**config.mk**
```make
export PLATFORM = sky130hd
export DESIGN_NAME = dp3_delta_alu
export DESIGN_NICKNAME = d
export VERILOG_FILES = /design/src/design/dp3_pkg.sv /design/src/design/dp3_delta_alu.sv
export SDC_FILE = /design/constraint.sdc
export NUM_CORES = 1
export LEC_CHECK = 0
export BUFFER_PORTS_ARGS = -buffer_cell sky130_fd_sc_hd__buf_4
export CORE_AREA = 5 5 42 44
export DETAILED_ROUTE_END_ITERATION = 16
export DIE_AREA = 0 0 47 49
export PLACE_DENSITY = 0.59
export REMOVE_ABC_BUFFERS = 1
export SYNTH_ARGS = -nofsm -noshare
export SYNTH_HDL_FRONTEND = slang
export SYNTH_SLANG_ARGS = --single-unit
```
**constraint.sdc**
```tcl
create_clock -name vclk -period 3.7
set_input_delay 0.74 -clock vclk [all_inputs]
set_output_delay 0.74 -clock vclk [all_outputs]
set_load 0.01 [all_outputs]
```
**src/design/dp3_pkg.sv**
```systemverilog
package dp3_pkg;

    // Sequencer states of the decoder.
    typedef enum logic [3:0] {
        ST_FLAG,
        ST_START,
        ST_COUNT,
        ST_MASK,
        ST_CODES,
        ST_ESC,
        ST_RAW,
        ST_WALK,
        ST_FETCH,
        ST_EMIT
    } dp3_state_t;

    // Fixed storage and field sizes.
    localparam int MASK_DEPTH = 32;
    localparam int POS_W      = 9;
    localparam int BUF_W      = 11;
    localparam int FILL_W     = 4;
    localparam int CHAN_MAX   = 3;

    // One byte write into the block store.
    typedef struct packed {
        logic       en;
        logic [8:0] sample;
        logic [1:0] chan;
        logic [7:0] data;
    } dp3_wr_t;

endpackage

```
**src/design/dp3_delta_alu.sv**
```systemverilog
module dp3_delta_alu
    import dp3_pkg::*;
(
    input  logic [7:0] running,
    input  logic [2:0] code,
    input  logic [7:0] esc_byte,
    input  logic       use_esc,
    output logic [7:0] sum
);

    logic [7:0] delta;

    // A 3-bit code is a signed delta; an escape adds a full byte.
    always_comb
    begin
        delta = use_esc ? esc_byte : {{5{code[2]}}, code};
        sum   = running + delta;
    end

endmodule

```
==> results.ini, run 1 <==
[status]
status=completed

[detailed_routing]
route.met3.wl_um=88
dr_wl_met2_um=462
drt-pass1-iter-count=2
wl_met1_um=445
detail-route-antenna-nets=0
avgRoutedWirePerCell_um=10.15
drt_iter0_markers=3
drcViolationCount=0
vias_per_cell=4.612
dr_total_vias=452
routed_wl_um=995
maxUsedRoutingLayer=met3

[final_layout]
multi_input_area_um2=355.3
n_antenna_cell=0
drive_above_1_share_pct=36.59
areaGrowthSynthToFinish_pct=59.41
seq_cell_count=0
clkbuf_count=0
nFillCells=166
nets=112
seq_area_um2=0

[sta]
worst_slew_pin_slew_ns=0.2582
rsz0062_at_grt=no
slew_violations=0
min_period_ns=3.387
slew_headroom_pct=82.29
min_period_over_period_pct=91.55
fmax_ghz=0.2952
setup-violations-final=0
hold_viol_final=0
setup_tns_ns=0

[critical_path]
crit_type=input pin to output port
cp.required_ns=2.96
critPathMaxFanout=9
crit_arrival_ns=2.65
path_cells=buf_4 > mux2_2 > ha_1 > inv_1 > fa_1 > nor2b_4 > o31a_1 > or4_1 > nand3_1 > buf_4
end_kind=output port
cp_common_cell=buf_4
max_stage_delay_ns=0.40
start_kind=input pin
cp_slowest_cell=or4_1

[logic_synthesis]
synth_top_family_by_area=simple AND/OR/NAND/NOR gates
syn-cell-area_um2=379.1
synth_compound_area_share_pct=17.82
synth-warning-count=0
synth.area.mux_share_pct=5.611
synth_cell_types=24
synthAdderAreaFrac_pct=28.38
syn_avg_cell_area_um2=6.893
synthXorXnorAreaFrac_pct=11.55
syn_inst=55
synth-seq-area-share_pct=0
yosys.area_share.simple_pct=30.36

[grt]
grt_pass1_vias=423
antenna_found_initial=0
grt_usage_pct=8.650
grt_pass1_wl_mm=1.621
overflow=0
grt_max_degree=10

[clocking]
postCtsSetupRepairBufs=0
cts_resized=0
hold_buffers=0

[power_and_ir_drop]
pwr_density_cell_nw_per_um2=203.4
ir_worst_vdd_uv=83.79
leakagePower_uw=0.0003370
finalPower_uw=122.9

[die]
dieArea_um2=2303
row_count=14
start_util_pct=27.05
die_w_um=47
io_pins=28
core_um2=1401
die_height_um=49

[job]
max_cap_violations=0

[placed_design]
port_buffers=28
hpwl_um=898.7
routabilityCongestion=0.7022

[hold_path]
hold_class=input pin to output port

stage by stage:
| stage | cell area (µm²) | util, % | hold WS [ns] | setup slack, ns | cells |
|---|---|---|---|---|---|
| CTS | 604.3 | 43.13 | 1.789 | 0.2968 | 98 |
| floorplan | 374.1 | - | 1.631 | 0.6119 | 54 |
| finish | 604.3 | 43.13 | 1.786 | 0.3126 | 98 |
| global route | 604.3 | 43.13 | 1.817 | 0.1992 | 98 |
| global placement | 604.3 | 43.13 | 1.782 | 0.3170 | 98 |
| detailed placement | 604.3 | 43.13 | 1.785 | 0.3001 | 98 |
cells in the mapped netlist, drive strengths merged:
library cell | number | area (µm²)
o21ai | 1 | 5.000
nand3 | 3 | 15.01
fa | 1 | 20.02
nand4 | 1 | 6.260
xnor2 | 3 | 26.28
xor2 | 2 | 17.52
a31oi | 1 | 6.260
a21oi | 5 | 25.02
o21a | 1 | 7.510
mux2 | 1 | 11.26
ha | 7 | 87.58
and3b | 1 | 8.760
o31a | 1 | 8.760
nor3 | 1 | 5.000
mux2i | 1 | 10.01
a21o | 1 | 7.510
buf | 1 | 5.000
o211ai | 1 | 7.510
inv | 5 | 18.77
nor2b | 1 | 13.76
nand2 | 13 | 48.80
nand2b | 1 | 6.260
or4 | 1 | 7.510
nor2 | 1 | 3.750
cell type report:
type | count | share of cell area, %
inverter | 5 | 3.106
multi-input combinational | 49 | 58.80
timing repair buffer | 28 | 34.78
tap | 16 | 3.313
kinds of logic after synthesis:
kind of cell	Yosys count
AO/OA/AOI/OAI	11
XOR/XNOR	5
adder cells (fa/ha/maj)	8
buffers and inverters	6
multiplexers	2
AND/OR/NAND/NOR	23
critical path: cells and delay by family:
| kind | cells | cell delay (ns) |
|---|---|---|
| buffers and inverters | 3 | 0.32 |
| muxes | 1 | 0.34 |
| and+or+nand+nor | 3 | 0.54 |
| adders and majority gates | 2 | 0.43 |
| AOI/OAI and AO/OA | 1 | 0.26 |
layout by cell type, fill, tap and decap left out, drive strengths merged, types with 2 or more instances in the layout:
master | synthesis | routed
a21oi | 5 | 5
buf | 1 | 28
ha | 7 | 7
inv | 5 | 5
nand2 | 13 | 13
nand3 | 3 | 3
xnor2 | 3 | 3
xor2 | 2 | 2
per-layer routing:
layer,track usage [%],vias up
met2,13.35,16
met1,13.35,188
met4,0,0
met5,0,-
li1,-,248
met3,1.107,0
worst paths after layout:
kind / from / endpoint / slack (ns) / cells after the start
min: running[0] / sum[0] / 1.79 / 3
max: use_esc / sum[6] / 0.31 / 10
power by group:
group	total [µW]	internal (µW)	switching [µW]
sequential	0	0	0
clock	0	0	0
combinational	123	67.4	55.5
total	123	67.4	55.5
Power figures use the tool's default switching activity.
==> run 2, diff against run 1 <==
--- a/config.mk
+++ b/config.mk
@@ -9,7 +9,7 @@
 export CORE_AREA = 5 5 42 44
 export DETAILED_ROUTE_END_ITERATION = 16
 export DIE_AREA = 0 0 47 49
-export PLACE_DENSITY = 0.59
+export PLACE_DENSITY = 0.65
 export REMOVE_ABC_BUFFERS = 1
 export SYNTH_ARGS = -nofsm -noshare
 export SYNTH_HDL_FRONTEND = slang
==> results.ini, run 2 (synthesized netlist as in run 1, its figures left out) <==
[grt]
use_met1_pct=13.57  ; +0.22 points
grt_usage_pct=8.720  ; +0.070 points
grt_max_degree=10  ; unchanged
antenna_found_initial=0  ; unchanged
grt_pass1_wl_mm=1.635  ; +0.86%
met3_usage_pct=0.3690  ; -0.74 points
overflow=0  ; unchanged
top_usage_layer=met2
grt_pass1_vias=446  ; +5.4%
use_met2_pct=13.80  ; +0.45 points

[placed_design]
port_buffers=28  ; unchanged
place_area_um2=604.3  ; unchanged
hpwl_um=900.5  ; +0.20%
routabilityCongestion=0.8049  ; +15%

[sta]
rsz0062_at_grt=no
min_period_ns=3.375  ; -0.01248 ns
slew_violations=0  ; unchanged
setup-violations-final=0  ; unchanged
setup_tns_ns=0  ; unchanged
worst_slew_pin_slew_ns=0.2622  ; +0.004026 ns
fmax_ghz=0.2963  ; +0.37%
hold_viol_final=0  ; unchanged
slew_headroom_pct=82.02  ; -0.28 points
min_period_over_period_pct=91.21  ; -0.34 points

[final_layout]
fin_util_pct=43.13  ; unchanged
layout_common_cells=buf_4 (28), nand2_1 (13), ha_1 (7), inv_1 (5), a21oi_1 (5)
drive_above_1_share_pct=36.59  ; unchanged
nFillCells=155  ; -6.6%
clkbuf_count=0  ; unchanged
seq_area_um2=0  ; unchanged
seq_cell_count=0  ; unchanged
design_area_um2=604.3  ; unchanged
n_antenna_cell=0  ; unchanged
nets=112  ; unchanged
final_common_cell=buf_4
areaGrowthSynthToFinish_pct=59.41  ; unchanged

[die]
die_w_um=47  ; unchanged
start_util_pct=27.05  ; unchanged
io_pins=28  ; unchanged
dieArea_um2=2303  ; unchanged
core_um2=1401  ; unchanged
row_count=14  ; unchanged
die_height_um=49  ; unchanged

[detailed_routing]
routed_wl_um=985  ; -1.0%
drcViolationCount=0  ; unchanged
avgRoutedWirePerCell_um=10.05  ; -1.0%
drt_iter0_markers=9  ; +6
detail-route-antenna-nets=0  ; unchanged
drt-pass1-iter-count=4  ; +2
dr_total_vias=449  ; -0.66%
vias_per_cell=4.582  ; -0.66%

[critical_path]
max_stage_delay_ns=0.40  ; about the same
cp_common_cell=buf_4
start_kind=input pin
path_cells=buf_4 > mux2_2 > ha_1 > inv_1 > fa_1 > nor2b_4 > o31a_1 > or4_1 > nand3_1 > buf_4
cp.required_ns=2.96  ; about the same
crit_type=input pin to output port
crit_end=sum[6]
end_kind=output port
cp_slowest_cell=or4_1
critPathLaunch=use_esc
critPathMaxFanout=9  ; unchanged
crit_arrival_ns=2.63  ; -0.02 ns

[clocking]
cts_resized=0  ; unchanged
hold_buffers=0  ; unchanged
postCtsSetupRepairBufs=0  ; unchanged

[job]
max_cap_violations=0  ; unchanged

[hold_path]
hold_class=input pin to output port

[power_and_ir_drop]
leakagePower_uw=0.0003370  ; unchanged
ir_worst_vdd_uv=87.64  ; +4.6%
pwr_density_cell_nw_per_um2=203.4  ; about the same

[status]
status=completed

## run 2: cell counts in the layout (fill, tap and decap cells not counted)
No cell type changed its count.
## run 2: layout make-up
| cell class | instances | area (µm²) | share of cell area [%] |
|---|---|---|---|
| Timing Repair Buffer | 28 | 210.2 | 34.78 |
| Inverter | 5 | 18.77 | 3.106 |
| Tap cell | 16 | 20.02 | 3.313 |
| Multi-Input combinational cell | 49 | 355.3 | 58.80 |
## run 2: report_power, final
| group | internal [µW] | switching, µW | total [µW] |
|---|---|---|---|
| Combinational | 67.3 | 55.6 | 123 |
| Clock | 0 | 0 | 0 |
| Sequential | 0 | 0 | 0 |
| Total | 67.3 | 55.6 | 123 |
## run 2: worst max-delay path: cells and delay by family
| family | cells | cell delay [ns] |
|---|---|---|
| AOI/OAI and AO/OA | 1 | 0.26 |
| adders and majority gates | 2 | 0.43 |
| buffers and inverters | 3 | 0.32 |
| muxes | 1 | 0.34 |
| and+or+nand+nor | 3 | 0.54 |
## run 2: worst min-delay path by stage
stage / startpoint / to / slack [ns] / cells past startpoint
floorplan: running[0] / sum[0] / 1.63 / 1
CTS: running[0] / sum[0] / 1.79 / 3
global placement: running[0] / sum[0] / 1.78 / 3
detailed placement: running[0] / sum[0] / 1.79 / 3
global route: running[0] / sum[0] / 1.81 / 3
finish: running[0] / sum[0] / 1.79 / 3
## run 2: stage by stage
stage	total power, µW	cells	worst slack [ns]	hold slack (ns)
after floorplan	68.47	54	0.6119	1.631
after global placement	123.3	98	0.3413	1.784
after detailed placement	123.8	98	0.3112	1.786
after CTS	124.9	98	0.3189	1.787
after global routing	137.3	98	0.2141	1.814
final	122.9	98	0.3251	1.790
## run 2: metal layers
metal  wire length (µm)  vias to the layer above
li1                   -                      247
met4                  0                        0
met5                  0                        -
met1                481                      186
met3                 65                        0
met2                438                       16
==> run 3, diff against run 2 <==
--- a/config.mk
+++ b/config.mk
@@ -10,6 +10,7 @@
 export DETAILED_ROUTE_END_ITERATION = 16
 export DIE_AREA = 0 0 47 49
 export PLACE_DENSITY = 0.65
+export RECOVER_POWER = 25
 export REMOVE_ABC_BUFFERS = 1
 export SYNTH_ARGS = -nofsm -noshare
 export SYNTH_HDL_FRONTEND = slang
==> results.ini, run 3 (synthesized netlist as in run 1, its figures left out) <==
[status]
status=completed

[critical_path]
cp_common_cell=buf_4
cp.required_ns=2.96  ; about the same
max_stage_delay_ns=0.40  ; about the same
start_kind=input pin
crit_arrival_ns=2.63  ; about the same
critPathMaxFanout=9  ; unchanged
end_kind=output port
cp_slowest_cell=or4_1
crit_type=input pin to output port
path_cells=buf_4 > mux2_2 > ha_1 > inv_1 > fa_1 > nor2b_4 > o31a_1 > or4_1 > nand3_1 > buf_4

[detailed_routing]
dr_total_vias=449  ; unchanged
drcViolationCount=0  ; unchanged
drt-pass1-iter-count=4  ; unchanged
avgRoutedWirePerCell_um=10.04  ; -0.10%
vias_per_cell=4.582  ; unchanged
routed_wl_um=984  ; -0.10%
drt_iter0_markers=9  ; unchanged
detail-route-antenna-nets=0  ; unchanged

[power_and_ir_drop]
leakagePower_uw=0.0003334  ; -1.1%
pwr_density_cell_nw_per_um2=201.7  ; -0.83%
finalPower_uw=121.2  ; -1.4%
intPower_uw=65.65  ; -2.5%
power.share.clock_pct=0  ; unchanged
swShare_pct=45.82  ; +0.58 points
ir_worst_vdd_uv=87.63  ; about the same
combPwrFrac_pct=100.0  ; about the same
p_seq_share_pct=0  ; unchanged
p_switching_uw=55.52  ; -0.18%

[grt]
overflow=0  ; unchanged
grt_max_degree=10  ; unchanged
grt_pass1_wl_mm=1.635  ; unchanged
grt_usage_pct=8.720  ; unchanged
antenna_found_initial=0  ; unchanged
grt_pass1_vias=446  ; unchanged

[final_layout]
layout_common_cells=buf_4 (27), nand2_1 (13), ha_1 (7), inv_1 (5), a21oi_1 (5)
drive_above_1_share_pct=35.37  ; -1.2 points
fin_util_pct=42.86  ; -0.27 points
n_antenna_cell=0  ; unchanged
areaGrowthSynthToFinish_pct=58.42
clkbuf_count=0  ; unchanged
nets=112  ; unchanged
final_common_cell=buf_4
design_area_um2=600.6  ; -0.62%
seq_area_um2=0  ; unchanged
seq_cell_count=0  ; unchanged

[clocking]
cts_resized=0  ; unchanged
postCtsSetupRepairBufs=0  ; unchanged
hold_buffers=0  ; unchanged

[placed_design]
routabilityCongestion=0.8049  ; unchanged
port_buffers=28  ; unchanged
pre_cts_ws_ns=0.3112  ; unchanged
place_area_um2=604.3  ; unchanged
hpwl_um=900.5  ; unchanged

[sta]
fmax_ghz=0.2963  ; unchanged
min_period_ns=3.375  ; unchanged
worst_slew_pin_slew_ns=0.2622  ; unchanged
min_period_over_period_pct=91.21  ; unchanged
fin_ws_ns=0.3251  ; unchanged
hold_viol_final=0  ; unchanged
setup-violations-final=0  ; unchanged
rsz0062_at_grt=no
setup_tns_ns=0  ; unchanged
slew_headroom_pct=82.02  ; unchanged
slew_violations=0  ; unchanged

[die]
row_count=14  ; unchanged
dieArea_um2=2303  ; unchanged
io_pins=28  ; unchanged
die_height_um=49  ; unchanged
core_um2=1401  ; unchanged
start_util_pct=27.05  ; unchanged
die_w_um=47  ; unchanged

[hold_path]
hold_class=input pin to output port

[job]
max_cap_violations=0  ; unchanged

==> run 3: cell count changes in the layout (fill, tap and decap cells not counted), sizes merged <==
cell    previous run  this run
clkbuf             0         1
buf               28        27
==> run 3: routing by layer <==
metal / share of wire (%) / vias to the layer above / global-route usage (%)
met3: 6.6 / 0 / 0.3690
met1: 49 / 186 / 13.57
met2: 45 / 16 / 13.80
met4: 0 / 0 / 0
li1: - / 247 / -
met5: 0 / - / 0
==> run 3: layout make-up <==
cell class	instances	area, µm²
fillers	157	800.8
multi-input cells	49	355.3
repair buffers	28	206.4
well taps	16	20.02
inverters	5	18.77
==> run 3: critical path: cells and delay by family <==
kind / cells / cell delay, ns
buf+inv: 3 / 0.32
compound gates: 1 / 0.26
mux: 1 / 0.34
simple gates: 3 / 0.54
fa+ha+maj: 2 / 0.43
==> run 3: stage by stage <==
step           instances  hold slack (ns)
2_1_floorplan         54            1.631
3_3_place_gp          98            1.784
3_5_place_dp          98            1.786
4_1_cts               98            1.787
5_1_grt               98            1.814
6_report              98            1.790
==> run 3: final timing paths <==
path / startpoint / endpoint / cells after the start
min: running[0] / sum[0] / 3
max: use_esc / sum[6] / 10
==> run 3: power groups by stage <==
stage / Sequential, µW / Combinational, µW / Clock (µW)
after floorplan: 0 / 68.5 / 0
after global placement: 0 / 123 / 0
after detailed placement: 0 / 124 / 0
after CTS: 0 / 125 / 0
after global routing: 0 / 136 / 0
final: 0 / 121 / 0
